==> src/hw/rtl/assert_macros.svh <==
// assertion helpers shared by the rtl files
`ifndef ASSERT_MACROS_SVH
`define ASSERT_MACROS_SVH

// clocked check, switched off while reset is asserted
`define ASSERT_CLK(label, prop, msg) \
    label: assert property (@(posedge clk) disable iff (!rst_n) (prop)) else $error(msg);

// clocked check that also holds while reset is asserted
`define ASSERT_CLK_ALWAYS(label, prop, msg) \
    label: assert property (@(posedge clk) (prop)) else $error(msg);

`endif

==> src/hw/rtl/goa_pkg.sv <==
// ----------------------------------------------------------------------------
// goa_pkg
// Shared types and constants of the goal ownership arbiter.
// ----------------------------------------------------------------------------
package goa_pkg;

    // sizes of the stored state
    localparam int HIST_DEPTH = 16;
    localparam int SOURCES    = 9;
    localparam int TAG_BITS   = 64;

    // port widths
    localparam int IO_TAG_W = 64;
    localparam int SEQ_W    = 64;
    localparam int SRC_W    = 4;
    localparam int FUNC_W   = 2;
    localparam int CODE_W   = 4;
    localparam int LIM_W    = 5;

    localparam logic [LIM_W-1:0] LIM_RESET = LIM_W'(16);

    // derived index widths
    localparam int HIST_IDX_W = (HIST_DEPTH > 1) ? $clog2(HIST_DEPTH) : 1;
    localparam int HIST_CNT_W = $clog2(HIST_DEPTH + 1);
    localparam int SRC_IDX_W  = (SOURCES > 1) ? $clog2(SOURCES) : 1;

    // operations
    typedef enum logic [FUNC_W-1:0] {
        FN_ACQUIRE    = 2'd0,
        FN_CANCEL_REQ = 2'd1,
        FN_CANCEL_ACK = 2'd2,
        FN_COMPLETE   = 2'd3
    } func_t;

    // result codes
    typedef enum logic [CODE_W-1:0] {
        RC_ACCEPTED       = 4'd0,
        RC_INVALID        = 4'd1,
        RC_BUSY           = 4'd2,
        RC_DUPLICATE      = 4'd3,
        RC_STALE          = 4'd4,
        RC_NO_ACTIVE      = 4'd5,
        RC_MISMATCH       = 4'd6,
        RC_CANCEL_REQ     = 4'd7,
        RC_ALREADY_REQ    = 4'd8,
        RC_NOT_REQ        = 4'd9,
        RC_CANCEL_ACKED   = 4'd10,
        RC_COMPLETED      = 4'd11
    } code_t;

    // controller states
    typedef enum logic [1:0] {
        ST_IDLE,
        ST_LOOKUP,
        ST_EXEC
    } state_t;

    // controller to datapath commands
    typedef struct packed {
        logic load;
        logic lookup;
        logic commit;
    } cmd_t;

endpackage

==> src/hw/rtl/goal_ownership_arbiter.sv <==
// ----------------------------------------------------------------------------
// goal_ownership_arbiter
// Owns at most one active goal; arbitrates acquire, cancel request, cancel
// acknowledge and complete, with duplicate detection over the active and released goals.
//
//   channel   handshake              payload
//   command   start / busy           func goal_tag seq_number source_id goal_ok
//   result    done (one cycle)       code granted changed reported_tag
//                                    tag_present busy_now cancel_pending
//   config    cfg_we                 cfg_wdata (history_limit)
//
// A command passes a lookup state, which compares its tag across the whole
// history ring and the per-source sequence, and an exec state that commits
// the outcome. A new command may enter while the previous one commits, not
// during its lookup; done is high in the cycle after the commit.
// Reset is asynchronous and clears the goal, sequence table and history
// valid bits at once; no clearing pass.
// The receiver cannot stall: each result is shown for exactly one cycle.
// ----------------------------------------------------------------------------
module goal_ownership_arbiter (
    input  logic                           clk,
    input  logic                           rst_n,
    input  logic                           start,
    output logic                           busy,
    input  logic [goa_pkg::FUNC_W-1:0]     func,
    input  logic [goa_pkg::IO_TAG_W-1:0]   goal_tag,
    input  logic [goa_pkg::SEQ_W-1:0]      seq_number,
    input  logic [goa_pkg::SRC_W-1:0]      source_id,
    input  logic                           goal_ok,
    input  logic                           cfg_we,
    input  logic [goa_pkg::LIM_W-1:0]      cfg_wdata,
    output logic                           done,
    output logic [goa_pkg::CODE_W-1:0]     code,
    output logic                           granted,
    output logic                           changed,
    output logic [goa_pkg::IO_TAG_W-1:0]   reported_tag,
    output logic                           tag_present,
    output logic                           busy_now,
    output logic                           cancel_pending
);
    import goa_pkg::*;

    cmd_t cmd;

    // sequencer
    goa_ctrl u_ctrl (
        .clk   (clk),
        .rst_n (rst_n),
        .start (start),
        .busy  (busy),
        .done  (done),
        .cmd   (cmd)
    );

    // state and result datapath
    goa_datapath u_datapath (
        .clk            (clk),
        .rst_n          (rst_n),
        .cmd            (cmd),
        .cfg_we         (cfg_we),
        .cfg_wdata      (cfg_wdata),
        .func           (func),
        .goal_tag       (goal_tag),
        .seq_number     (seq_number),
        .source_id      (source_id),
        .goal_ok        (goal_ok),
        .code           (code),
        .granted        (granted),
        .changed        (changed),
        .reported_tag   (reported_tag),
        .tag_present    (tag_present),
        .busy_now       (busy_now),
        .cancel_pending (cancel_pending)
    );

endmodule

==> src/hw/rtl/goa_ctrl.sv <==
// ----------------------------------------------------------------------------
// goa_ctrl
// Sequencer: accept a command, run the history lookup, then commit.
// ----------------------------------------------------------------------------
`include "assert_macros.svh"

module goa_ctrl (
    input  logic          clk,
    input  logic          rst_n,
    input  logic          start,
    output logic          busy,
    output logic          done,
    output goa_pkg::cmd_t cmd
);
    import goa_pkg::*;

    state_t state_reg;
    state_t state_next;
    logic   done_reg;
    logic   done_next;
    logic   accept;

    // a new beat may enter in idle or while the previous one commits
    assign accept = start && !busy;

    // next state
    always_comb
    begin
        state_next = state_reg;
        case (state_reg)
            ST_IDLE:
            begin
                if (start)
                    state_next = ST_LOOKUP;
            end
            ST_LOOKUP:
            begin
                state_next = ST_EXEC;
            end
            ST_EXEC:
            begin
                state_next = start ? ST_LOOKUP : ST_IDLE;
            end
            default:
            begin
                state_next = ST_IDLE;
            end
        endcase
    end

    // outputs
    always_comb
    begin
        busy       = (state_reg == ST_LOOKUP);
        cmd.load   = start && (state_reg != ST_LOOKUP);
        cmd.lookup = (state_reg == ST_LOOKUP);
        cmd.commit = (state_reg == ST_EXEC);
        done_next  = (state_reg == ST_EXEC);
    end

    // state and result strobe
    always_ff @(posedge clk or negedge rst_n)
    begin
        if (!rst_n)
        begin
            state_reg <= ST_IDLE;
            done_reg  <= 1'b0;
        end
        else
        begin
            state_reg <= state_next;
            done_reg  <= done_next;
        end
    end

    assign done = done_reg;

    // checks
    `ASSERT_CLK(a_accept_to_lookup, accept |=> (state_reg == ST_LOOKUP), "accepted beat not looked up")
    `ASSERT_CLK(a_lookup_to_exec, (state_reg == ST_LOOKUP) |=> (state_reg == ST_EXEC), "lookup not followed by commit")
    `ASSERT_CLK(a_done_after_exec, done |-> ($past(state_reg) == ST_EXEC), "result strobe without commit")

endmodule

==> src/hw/rtl/goa_datapath.sv <==
// ----------------------------------------------------------------------------
// goa_datapath
// Goal state, per-source sequence table, release history ring and result
// registers.
// ----------------------------------------------------------------------------
`include "assert_macros.svh"

module goa_datapath (
    input  logic                           clk,
    input  logic                           rst_n,
    input  goa_pkg::cmd_t                  cmd,
    input  logic                           cfg_we,
    input  logic [goa_pkg::LIM_W-1:0]      cfg_wdata,
    input  logic [goa_pkg::FUNC_W-1:0]     func,
    input  logic [goa_pkg::IO_TAG_W-1:0]   goal_tag,
    input  logic [goa_pkg::SEQ_W-1:0]      seq_number,
    input  logic [goa_pkg::SRC_W-1:0]      source_id,
    input  logic                           goal_ok,
    output logic [goa_pkg::CODE_W-1:0]     code,
    output logic                           granted,
    output logic                           changed,
    output logic [goa_pkg::IO_TAG_W-1:0]   reported_tag,
    output logic                           tag_present,
    output logic                           busy_now,
    output logic                           cancel_pending
);
    import goa_pkg::*;

    // age of ring slot idx when newest was the last slot written
    function automatic logic [HIST_IDX_W-1:0] ring_age(input logic [HIST_IDX_W-1:0] newest,
                                                       input int idx);
        int a;
        a = int'(newest) - idx;
        if (a < 0)
            a = a + HIST_DEPTH;
        return HIST_IDX_W'(a);
    endfunction

    // limit register mapped onto 1 .. HIST_DEPTH
    function automatic logic [HIST_CNT_W-1:0] eff_limit(input logic [LIM_W-1:0] lim);
        int l;
        l = int'(lim);
        if (l == 0)
            l = 1;
        else if (l > HIST_DEPTH)
            l = HIST_DEPTH;
        return HIST_CNT_W'(l);
    endfunction

    // configuration
    logic [LIM_W-1:0]      lim_reg;

    // captured beat
    func_t                 func_reg;
    logic [TAG_BITS-1:0]   tag_reg;
    logic [SEQ_W-1:0]      seq_reg;
    logic [SRC_IDX_W-1:0]  src_reg;
    logic                  ok_reg;
    logic [SRC_IDX_W-1:0]  src_map;

    // lookup results
    logic                  seen_reg;
    logic                  stale_reg;
    logic                  match_reg;
    logic                  hist_hit;

    // goal state
    logic                  active_reg;
    logic [TAG_BITS-1:0]   active_tag_reg;
    logic [SEQ_W-1:0]      active_seq_reg;
    logic                  cancel_reg;
    logic [SEQ_W-1:0]      last_seq_reg [SOURCES];

    // history ring
    logic [TAG_BITS-1:0]   hist_tag_reg [HIST_DEPTH];
    logic [HIST_DEPTH-1:0] hist_valid_reg;
    logic [HIST_DEPTH-1:0] hist_valid_next;
    logic [HIST_IDX_W-1:0] head_reg;
    logic [HIST_IDX_W-1:0] head_next;
    logic [HIST_CNT_W-1:0] cnt_reg;
    logic [HIST_CNT_W-1:0] cnt_inc;
    logic [HIST_CNT_W-1:0] cnt_next;
    logic [HIST_CNT_W-1:0] lim_eff;

    // decision
    code_t                 code_c;
    logic                  grant_c;
    logic                  acq_c;
    logic                  cset_c;
    logic                  rel_c;
    logic                  act_after;
    logic                  cancel_after;
    logic [TAG_BITS-1:0]   rep_tag_c;

    // result registers
    code_t                 code_reg;
    logic                  granted_reg;
    logic [TAG_BITS-1:0]   rep_tag_reg;
    logic                  present_reg;
    logic                  busy_now_reg;
    logic                  pending_reg;

    // configuration write
    always_ff @(posedge clk or negedge rst_n)
    begin
        if (!rst_n)
            lim_reg <= LIM_RESET;
        else if (cfg_we)
            lim_reg <= cfg_wdata;
    end

    // out of range sources share slot zero
    assign src_map = ({1'b0, source_id} < (SRC_W + 1)'(SOURCES)) ? SRC_IDX_W'(source_id)
                                                                 : '0;

    // capture the beat
    always_ff @(posedge clk)
    begin
        if (cmd.load)
        begin
            func_reg <= func_t'(func);
            tag_reg  <= TAG_BITS'(goal_tag);
            seq_reg  <= seq_number;
            src_reg  <= src_map;
            ok_reg   <= goal_ok;
        end
    end

    // compare against every history slot
    always_comb
    begin
        hist_hit = 1'b0;
        for (int i = 0; i < HIST_DEPTH; i++)
            hist_hit = hist_hit | (hist_valid_reg[i] && (hist_tag_reg[i] == tag_reg));
    end

    // lookup stage
    always_ff @(posedge clk)
    begin
        if (cmd.lookup)
        begin
            seen_reg  <= hist_hit || (active_reg && (active_tag_reg == tag_reg));
            stale_reg <= (seq_reg <= last_seq_reg[src_reg]);
            match_reg <= (active_tag_reg == tag_reg) && (active_seq_reg == seq_reg);
        end
    end

    // decide the outcome
    always_comb
    begin
        code_c  = RC_ACCEPTED;
        grant_c = 1'b0;
        acq_c   = 1'b0;
        cset_c  = 1'b0;
        rel_c   = 1'b0;
        if (func_reg == FN_ACQUIRE)
        begin
            if (!ok_reg)
                code_c = RC_INVALID;
            else if (seen_reg)
                code_c = RC_DUPLICATE;
            else if (stale_reg)
                code_c = RC_STALE;
            else if (active_reg)
                code_c = RC_BUSY;
            else
            begin
                code_c  = RC_ACCEPTED;
                grant_c = 1'b1;
                acq_c   = 1'b1;
            end
        end
        else if (!active_reg)
            code_c = RC_NO_ACTIVE;
        else if (!match_reg)
            code_c = RC_MISMATCH;
        else if (func_reg == FN_CANCEL_REQ)
        begin
            if (cancel_reg)
                code_c = RC_ALREADY_REQ;
            else
            begin
                code_c  = RC_CANCEL_REQ;
                grant_c = 1'b1;
                cset_c  = 1'b1;
            end
        end
        else if ((func_reg == FN_CANCEL_ACK) && !cancel_reg)
            code_c = RC_NOT_REQ;
        else
        begin
            code_c  = (func_reg == FN_CANCEL_ACK) ? RC_CANCEL_ACKED : RC_COMPLETED;
            grant_c = 1'b1;
            rel_c   = 1'b1;
        end
    end

    // goal state after this beat
    always_comb
    begin
        act_after    = (active_reg || acq_c) && !rel_c;
        cancel_after = (cancel_reg || cset_c) && !rel_c && !acq_c;
        if (rel_c)
            rep_tag_c = active_tag_reg;
        else if (acq_c)
            rep_tag_c = tag_reg;
        else if (active_reg)
            rep_tag_c = active_tag_reg;
        else
            rep_tag_c = '0;
    end

    // history ring update on release, trimmed to the limit
    always_comb
    begin
        lim_eff   = eff_limit(lim_reg);
        cnt_inc   = (cnt_reg == HIST_CNT_W'(HIST_DEPTH)) ? cnt_reg : cnt_reg + 1'b1;
        cnt_next  = (cnt_inc > lim_eff) ? lim_eff : cnt_inc;
        head_next = (head_reg == HIST_IDX_W'(HIST_DEPTH - 1)) ? '0 : head_reg + 1'b1;
        for (int i = 0; i < HIST_DEPTH; i++)
            hist_valid_next[i] = HIST_CNT_W'(ring_age(head_reg, i)) < cnt_next;
    end

    // goal and history control state
    always_ff @(posedge clk or negedge rst_n)
    begin
        if (!rst_n)
        begin
            active_reg     <= 1'b0;
            active_tag_reg <= '0;
            active_seq_reg <= '0;
            cancel_reg     <= 1'b0;
            hist_valid_reg <= '0;
            head_reg       <= '0;
            cnt_reg        <= '0;
            for (int s = 0; s < SOURCES; s++)
                last_seq_reg[s] <= '0;
        end
        else if (cmd.commit)
        begin
            active_reg <= act_after;
            cancel_reg <= cancel_after;
            if (acq_c)
            begin
                active_tag_reg        <= tag_reg;
                active_seq_reg        <= seq_reg;
                last_seq_reg[src_reg] <= seq_reg;
            end
            else if (rel_c)
            begin
                active_tag_reg <= '0;
                active_seq_reg <= '0;
                hist_valid_reg <= hist_valid_next;
                head_reg       <= head_next;
                cnt_reg        <= cnt_next;
            end
        end
    end

    // history tag storage
    always_ff @(posedge clk)
    begin
        if (cmd.commit && rel_c)
            hist_tag_reg[head_reg] <= active_tag_reg;
    end

    // result registers
    always_ff @(posedge clk)
    begin
        if (cmd.commit)
        begin
            code_reg     <= code_c;
            granted_reg  <= grant_c;
            rep_tag_reg  <= rep_tag_c;
            present_reg  <= rel_c || act_after;
            busy_now_reg <= act_after;
            pending_reg  <= act_after && cancel_after;
        end
    end

    assign code           = code_reg;
    assign granted        = granted_reg;
    assign changed        = granted_reg;
    assign reported_tag   = IO_TAG_W'(rep_tag_reg);
    assign tag_present    = present_reg;
    assign busy_now       = busy_now_reg;
    assign cancel_pending = pending_reg;

    // checks
    `ASSERT_CLK(a_valid_matches_count, $countones(hist_valid_reg) == int'(cnt_reg), "history valid bits disagree with fill count")
    `ASSERT_CLK(a_cancel_needs_goal, cancel_reg |-> active_reg, "cancel flag set with no active goal")
    `ASSERT_CLK(a_release_clears_goal, (cmd.commit && rel_c) |=> (!active_reg && !cancel_reg), "release left a goal active")

endmodule

==> config.mk <==
export PLATFORM = sky130hd
export DESIGN_NAME = goal_ownership_arbiter
export DESIGN_NICKNAME = d
export VERILOG_FILES = /design/src/hw/rtl/goa_pkg.sv /design/src/hw/rtl/goal_ownership_arbiter.sv /design/src/hw/rtl/goa_ctrl.sv /design/src/hw/rtl/goa_datapath.sv
export VERILOG_INCLUDE_DIRS = /design/src /design/src/hw/rtl
export SDC_FILE = /design/constraint.sdc
export NUM_CORES = 2
export LEC_CHECK = 0
export ABC_CLOCK_PERIOD_IN_PS = 21500
export BUFFER_PORTS_ARGS = -buffer_cell sky130_fd_sc_hd__buf_2
export CORE_MARGIN = 8
export CORE_UTILIZATION = 53
export DETAILED_ROUTE_END_ITERATION = 7
export PLACE_DENSITY = 0.66
export SLEW_MARGIN = 20
export SYNTH_ARGS = -nofsm -noshare
export SYNTH_HDL_FRONTEND = slang
export SYNTH_SLANG_ARGS = --single-unit
==> constraint.sdc <==
create_clock -name clk -period 21.5 [get_ports clk]
set_input_delay 4.3 -clock clk [delete_from_list [all_inputs] [get_ports clk]]
set_output_delay 4.3 -clock clk [all_outputs]
set_load 0.01 [all_outputs]
Word level (Yosys, flattened, before mapping):

Memories as Yosys holds them, arrays and structs flattened.
Cells that the tools add are included.

* flip-flop bits (word level): 949
* bits in writable memories: 1024
* input bits: 144
* memories kept: 1

Memories
* u_datapath.hist_tag_reg: words 16, bits a word 64, rd ports 16, clocked after Yosys merged registers in 0, wr ports 1, line goa_datapath.sv:75 `logic [TAG_BITS-1:0] hist_tag_reg [HIST_DEPTH];`

* add/sub/neg operators: 33
* magnitude comparators: 38
* equality and inequality tests: 26
* muxes and demuxes: 68
* bitwise logic cells: 17
* reduce and logical (&&, ||, !) cells: 40

Operators with widths (number)
* 64-bit equality test: 18
* 576-bit bitwise mux: 1
* 64-bit 2-to-1 mux: 9
* 64-bit binary-select mux with 4-bit select: 1
* 64-bit demux with 4-bit select: 1
* 4-bit 2-to-1 mux: 26
* 4-bit by 5-bit less-than comparator with 1-bit output: 16
* 5-bit by 1-bit less-than comparator with 1-bit output (second input constant): 16
* 4-bit by 1-bit adder with 4-bit output (second input constant): 17
* 64-bit less-or-equal comparator: 1
* 4-bit by 4-bit subtractor with 5-bit output (second input constant): 8
* 1-bit logical AND: 26
* 1-bit 2-to-1 mux: 23
* 5-bit 2-to-1 mux: 4
* 4-bit by 3-bit subtractor with 5-bit output (second input constant): 4
* 1-bit bitwise OR: 15
* 4-bit by 2-bit subtractor with 5-bit output (second input constant): 2
* 2-bit case mux with 3 select lines: 1
* 5-bit by 1-bit adder with 5-bit output (second input constant): 1
* 5-bit equality test (second input constant): 1
* 5-bit >= comparator (second input constant): 1
* 5-bit > comparator: 1
* 5-bit > comparator (second input constant): 1
* 5-bit logical NOT: 1
* 17 further kinds: 27

Logic depth before layout (Yosys ltp):

An unclocked memory read counts as a cell.

* word-level depth: 19
* gate-level depth with buffers: 16

Hierarchy:

From an unflattened synthesis, not the netlist that was laid out.

* cells, all modules: 5773
* area, all modules: 85924.9 um^2

Modules (own cells, without submodules)
* goa_datapath: instances 1, cells an instance 5763, area each 85792.3 um^2
* goa_ctrl: instances 1, cells an instance 10, area each 132.6 um^2

Worst setup path before layout:

OpenSTA, ideal clock, no wires.

* path kind: input port to flip-flop
* start: input start
* end: register u_datapath.func_reg[0] (enable)
* arrival time: 10.147 ns
* required time: 20.855 ns
* path slack: 10.708 ns
* stages: 1
* path through: nor2b_1

* word-level cells in the longest chain between the ends: 1

Ends and longest elaborated chain
* start, declared: line goal_ownership_arbiter.sv:23 `input logic start,`
* 1-bit logical AND: line goa_ctrl.sv:55 `cmd.load = start && (state_reg != ST_LOOKUP);`
* end signal, assigned: line goa_datapath.sv:121 `func_reg <= func_t'(func);`
* end, declared: line goa_datapath.sv:54 `func_t func_reg;`

Every way passes these cells.
A chain may end at the register's enable or synchronous reset.

==> run metrics <==
y dimension of the die around 420 um; largest vdd supply drop 89.4 uV; CP Data Required Time 22,340 ps; aggregate negative setup slack 0 ps; number of top-level design ports approximately 220; Post-synth ARST share 0.375; maximum clock frequency 138 MHz; Critical Path Source Type input pin; gate count after technology mapping 5,539; number of setup buffers added after CTS 0; cells along the critical path buf_8 -> buf_4 -> buf_12 -> buf_4 -> buf_4; overall routed net length around 280 mm; proportion of synthesized chip area in sequential cells 0.650; CTS sink count 1,973; setup skew after layout 71.4 ps; Initial Util 0.533; number of antenna violations at the first check in global routing 25; critical path type in2async; unrepaired setup endpoints after global routing no; slew at the pin closest to its max-slew limit 1390 ps; worst min-delay path class reg2reg; number of standard cells in the final layout excluding fillers approximately 8,000; delay of the slowest cell on the worst path 880 ps; maximum number of pins on one net before global-route repair 174; die width between 400 and 500 um; Inserted Clock Buffers 200; hold violation total from the final report 0; outcome complete, no violations; most area-hungry cell type in the Yosys netlist sky130_fd_sc_hd__edfxtp_1; arrival time of the worst setup path 8110 ps; layout cell share with drive strength beyond 1 0.245; core outline area 0.160 mm2; number of I/O port buffers 218; CP most frequent cell sky130_fd_sc_hd__buf_4; clock-pin slew on the worst setup and hold paths 60 ps; Post-DRT Antenna Nets 0; area enclosed by the die boundary between 0.15 and 0.2 mm2; Total Nets Final roughly 6,000; number of enable flip-flop cells after synthesis 1,234; number of max-slew violations in the final report 0; setup violators final 0; first-iteration detailed-routing DRC count 7,986; kind of end point of the critical path async pin; nets in the synthesized netlist 5,796; ys flop type sky130_fd_sc_hd__edfxtp_1; vias in the first global route about 52,000; later-pin clock latency in the skew report 870 ps; half-perimeter wire length of the detailed placement result 159 mm; number of max-cap violations 0; flip-flop count of the largest register, all copies and words added 1,024; cell count after placement 7,727; first-pass GRT wire length 391 mm; RD Place Congestion 0.991; leading cell types by count after synthesis 1,234 x sky130_fd_sc_hd__edfxtp_1, 738 x sky130_fd_sc_hd__dfrtp_1, 573 x sky130_fd_sc_hd__mux2_2, 521 x sky130_fd_sc_hd__xnor2_1, 434 x sky130_fd_sc_hd__xor2_1; top-area cell type share of the netlist area 0.434; maximum level of the CTS H-tree 4; period utilisation layout 0.338; FF+latch count, synth 1,973; Remaining DRCs 0; cell area after technology mapping 0.0855 mm2; row count between 100 and 150; total congestion overflow 0; largest cells by area after synthesis sky130_fd_sc_hd__edfxtp_1 43%, sky130_fd_sc_hd__dfrtp_1 22%, sky130_fd_sc_hd__mux2_2 7.5%, sky130_fd_sc_hd__xnor2_1 5.3%, sky130_fd_sc_hd__xor2_1 4.4%; area growth from synthesis to layout 11.9%; post-cts resize count 0; most repeated cell in the gate-level netlist after synthesis sky130_fd_sc_hd__edfxtp_1; routed length per instance 34.5 um; TritonCTS clock tree built; relative slew slack 0.0660; critical path's slowest cell sky130_fd_sc_hd__buf_4; number of distinct library cells after synthesis 65; crit path time final 7270 ps; static power due to leakage 37.6 nW; total of hold buffers inserted after clock tree synthesis 0; total number of vias ~53,000; cell at the root of the clock tree sky130_fd_sc_hd__clkbuf_16; critical path peak fanout 173; clk buf depth 3; All-Layer GR Usage 0.315; power density normalized to cell area between 80 and 90 mW/mm2; Mean Syn Cell Area 15.4 um2; ratio of routed vias to standard cells 6.47; number of warning messages in the yosys log 0; drt first pass iters 8
## metrics by stage
step                      setup WS, ps  instance area, um2  utilization  hold WS [ps]  total power, mW
after global routing             13550               95600        0.596           473             8.78
final                            14230               95700        0.596           457             8.60
after floorplan                  10710               85500            -           422             4.75
after CTS                        14000               95600        0.596           452             8.59
after global placement           13140               89200        0.556           438             5.22
after detailed placement         13090               89200        0.556           443             5.24
## power by group
| part | switching [mW] | total (mW) | internal, mW |
|---|---|---|---|
| clock | 1.51 | 3.40 | 1.89 |
| sequential | 0.138 | 4.33 | 4.20 |
| combinational | 0.616 | 0.861 | 0.245 |
| total | 2.26 | 8.60 | 6.33 |
## cells by family after synthesis
group                    share of synthesized area
AO/OA/AOI/OAI                               0.0527
adder cells (fa/ha/maj)                     0.0165
multiplexers                                 0.117
buffers and inverters                       0.0252
flip-flops                                   0.650
XOR/XNOR                                    0.0979
AND/OR/NAND/NOR                             0.0409
## worst max-delay path: cells and delay by family
family / cells / cell delay [ps]
buf+inv: 5 / 3610
## final timing paths
kind,start,end,slack (ps),cells past startpoint
worst max-delay path,rst_n,u_datapath.last_seq_reg[107],14230,5
worst min-delay path,u_ctrl.state_reg[1],u_ctrl.state_reg[1],460,1
worst max register to register,u_datapath.src_reg[2],u_datapath.stale_reg,16370,13
worst min register to register,u_ctrl.state_reg[1],u_ctrl.state_reg[1],460,1
max in group clk,u_ctrl.state_reg[0],busy,15260,2
min in group asynchronous,rst_n,u_ctrl.done,3410,1
## layer usage
metal,vias up,track usage,wire length [um]
met3,947,0.0677,30600
li1,21271,-,-
met1,26945,0.397,99400
met2,3436,0.504,130000
met4,4,0.190,20700
met5,-,0,35
## cells in the final DEF, fill, tap and decap left out, types with 38 or more instances in the layout
| master | netlist | final |
|---|---|---|
| sky130_fd_sc_hd__o22ai_1 | 66 | 66 |
| sky130_fd_sc_hd__mux2i_1 | 66 | 66 |
| sky130_fd_sc_hd__xnor2_1 | 521 | 521 |
| sky130_fd_sc_hd__ha_1 | 113 | 113 |
| sky130_fd_sc_hd__nand4_1 | 185 | 185 |
| sky130_fd_sc_hd__nor4_1 | 149 | 147 |
| sky130_fd_sc_hd__buf_4 | 15 | 175 |
| sky130_fd_sc_hd__inv_1 | 119 | 118 |
| sky130_fd_sc_hd__clkbuf_1 | 166 | 52 |
| sky130_fd_sc_hd__mux4_2 | 128 | 128 |
| sky130_fd_sc_hd__a22o_1 | 200 | 200 |
| sky130_fd_sc_hd__a221oi_1 | 41 | 41 |
| sky130_fd_sc_hd__nand3_1 | 40 | 38 |
| sky130_fd_sc_hd__dfrtp_1 | 738 | 712 |
| sky130_fd_sc_hd__edfxtp_1 | 1234 | 1234 |
| sky130_fd_sc_hd__nand2_1 | 71 | 65 |
| sky130_fd_sc_hd__buf_2 | 142 | 217 |
| sky130_fd_sc_hd__clkinv_2 | 0 | 45 |
| sky130_fd_sc_hd__clkbuf_16 | 0 | 201 |
| sky130_fd_sc_hd__o21ai_0 | 46 | 46 |
| sky130_fd_sc_hd__mux2_2 | 573 | 573 |
| sky130_fd_sc_hd__a21oi_1 | 109 | 109 |
| sky130_fd_sc_hd__clkinv_1 | 5 | 41 |
| sky130_fd_sc_hd__nor2_1 | 94 | 91 |
| sky130_fd_sc_hd__xor2_1 | 434 | 434 |
## layout make-up
| cell class | instances | area [um2] |
|---|---|---|
| sequential | 1973 | 55600 |
| clock inverter | 105 | 836 |
| multi-input combinational | 3071 | 28000 |
| antenna | 18 | 45.0 |
| timing repair buffer | 399 | 2530 |
| inverter | 125 | 470 |
| fill | 12329 | 64700 |
| clock buffer | 274 | 5510 |
| tap | 2160 | 2700 |
Note: power is estimated with default switching activity, not from simulation.
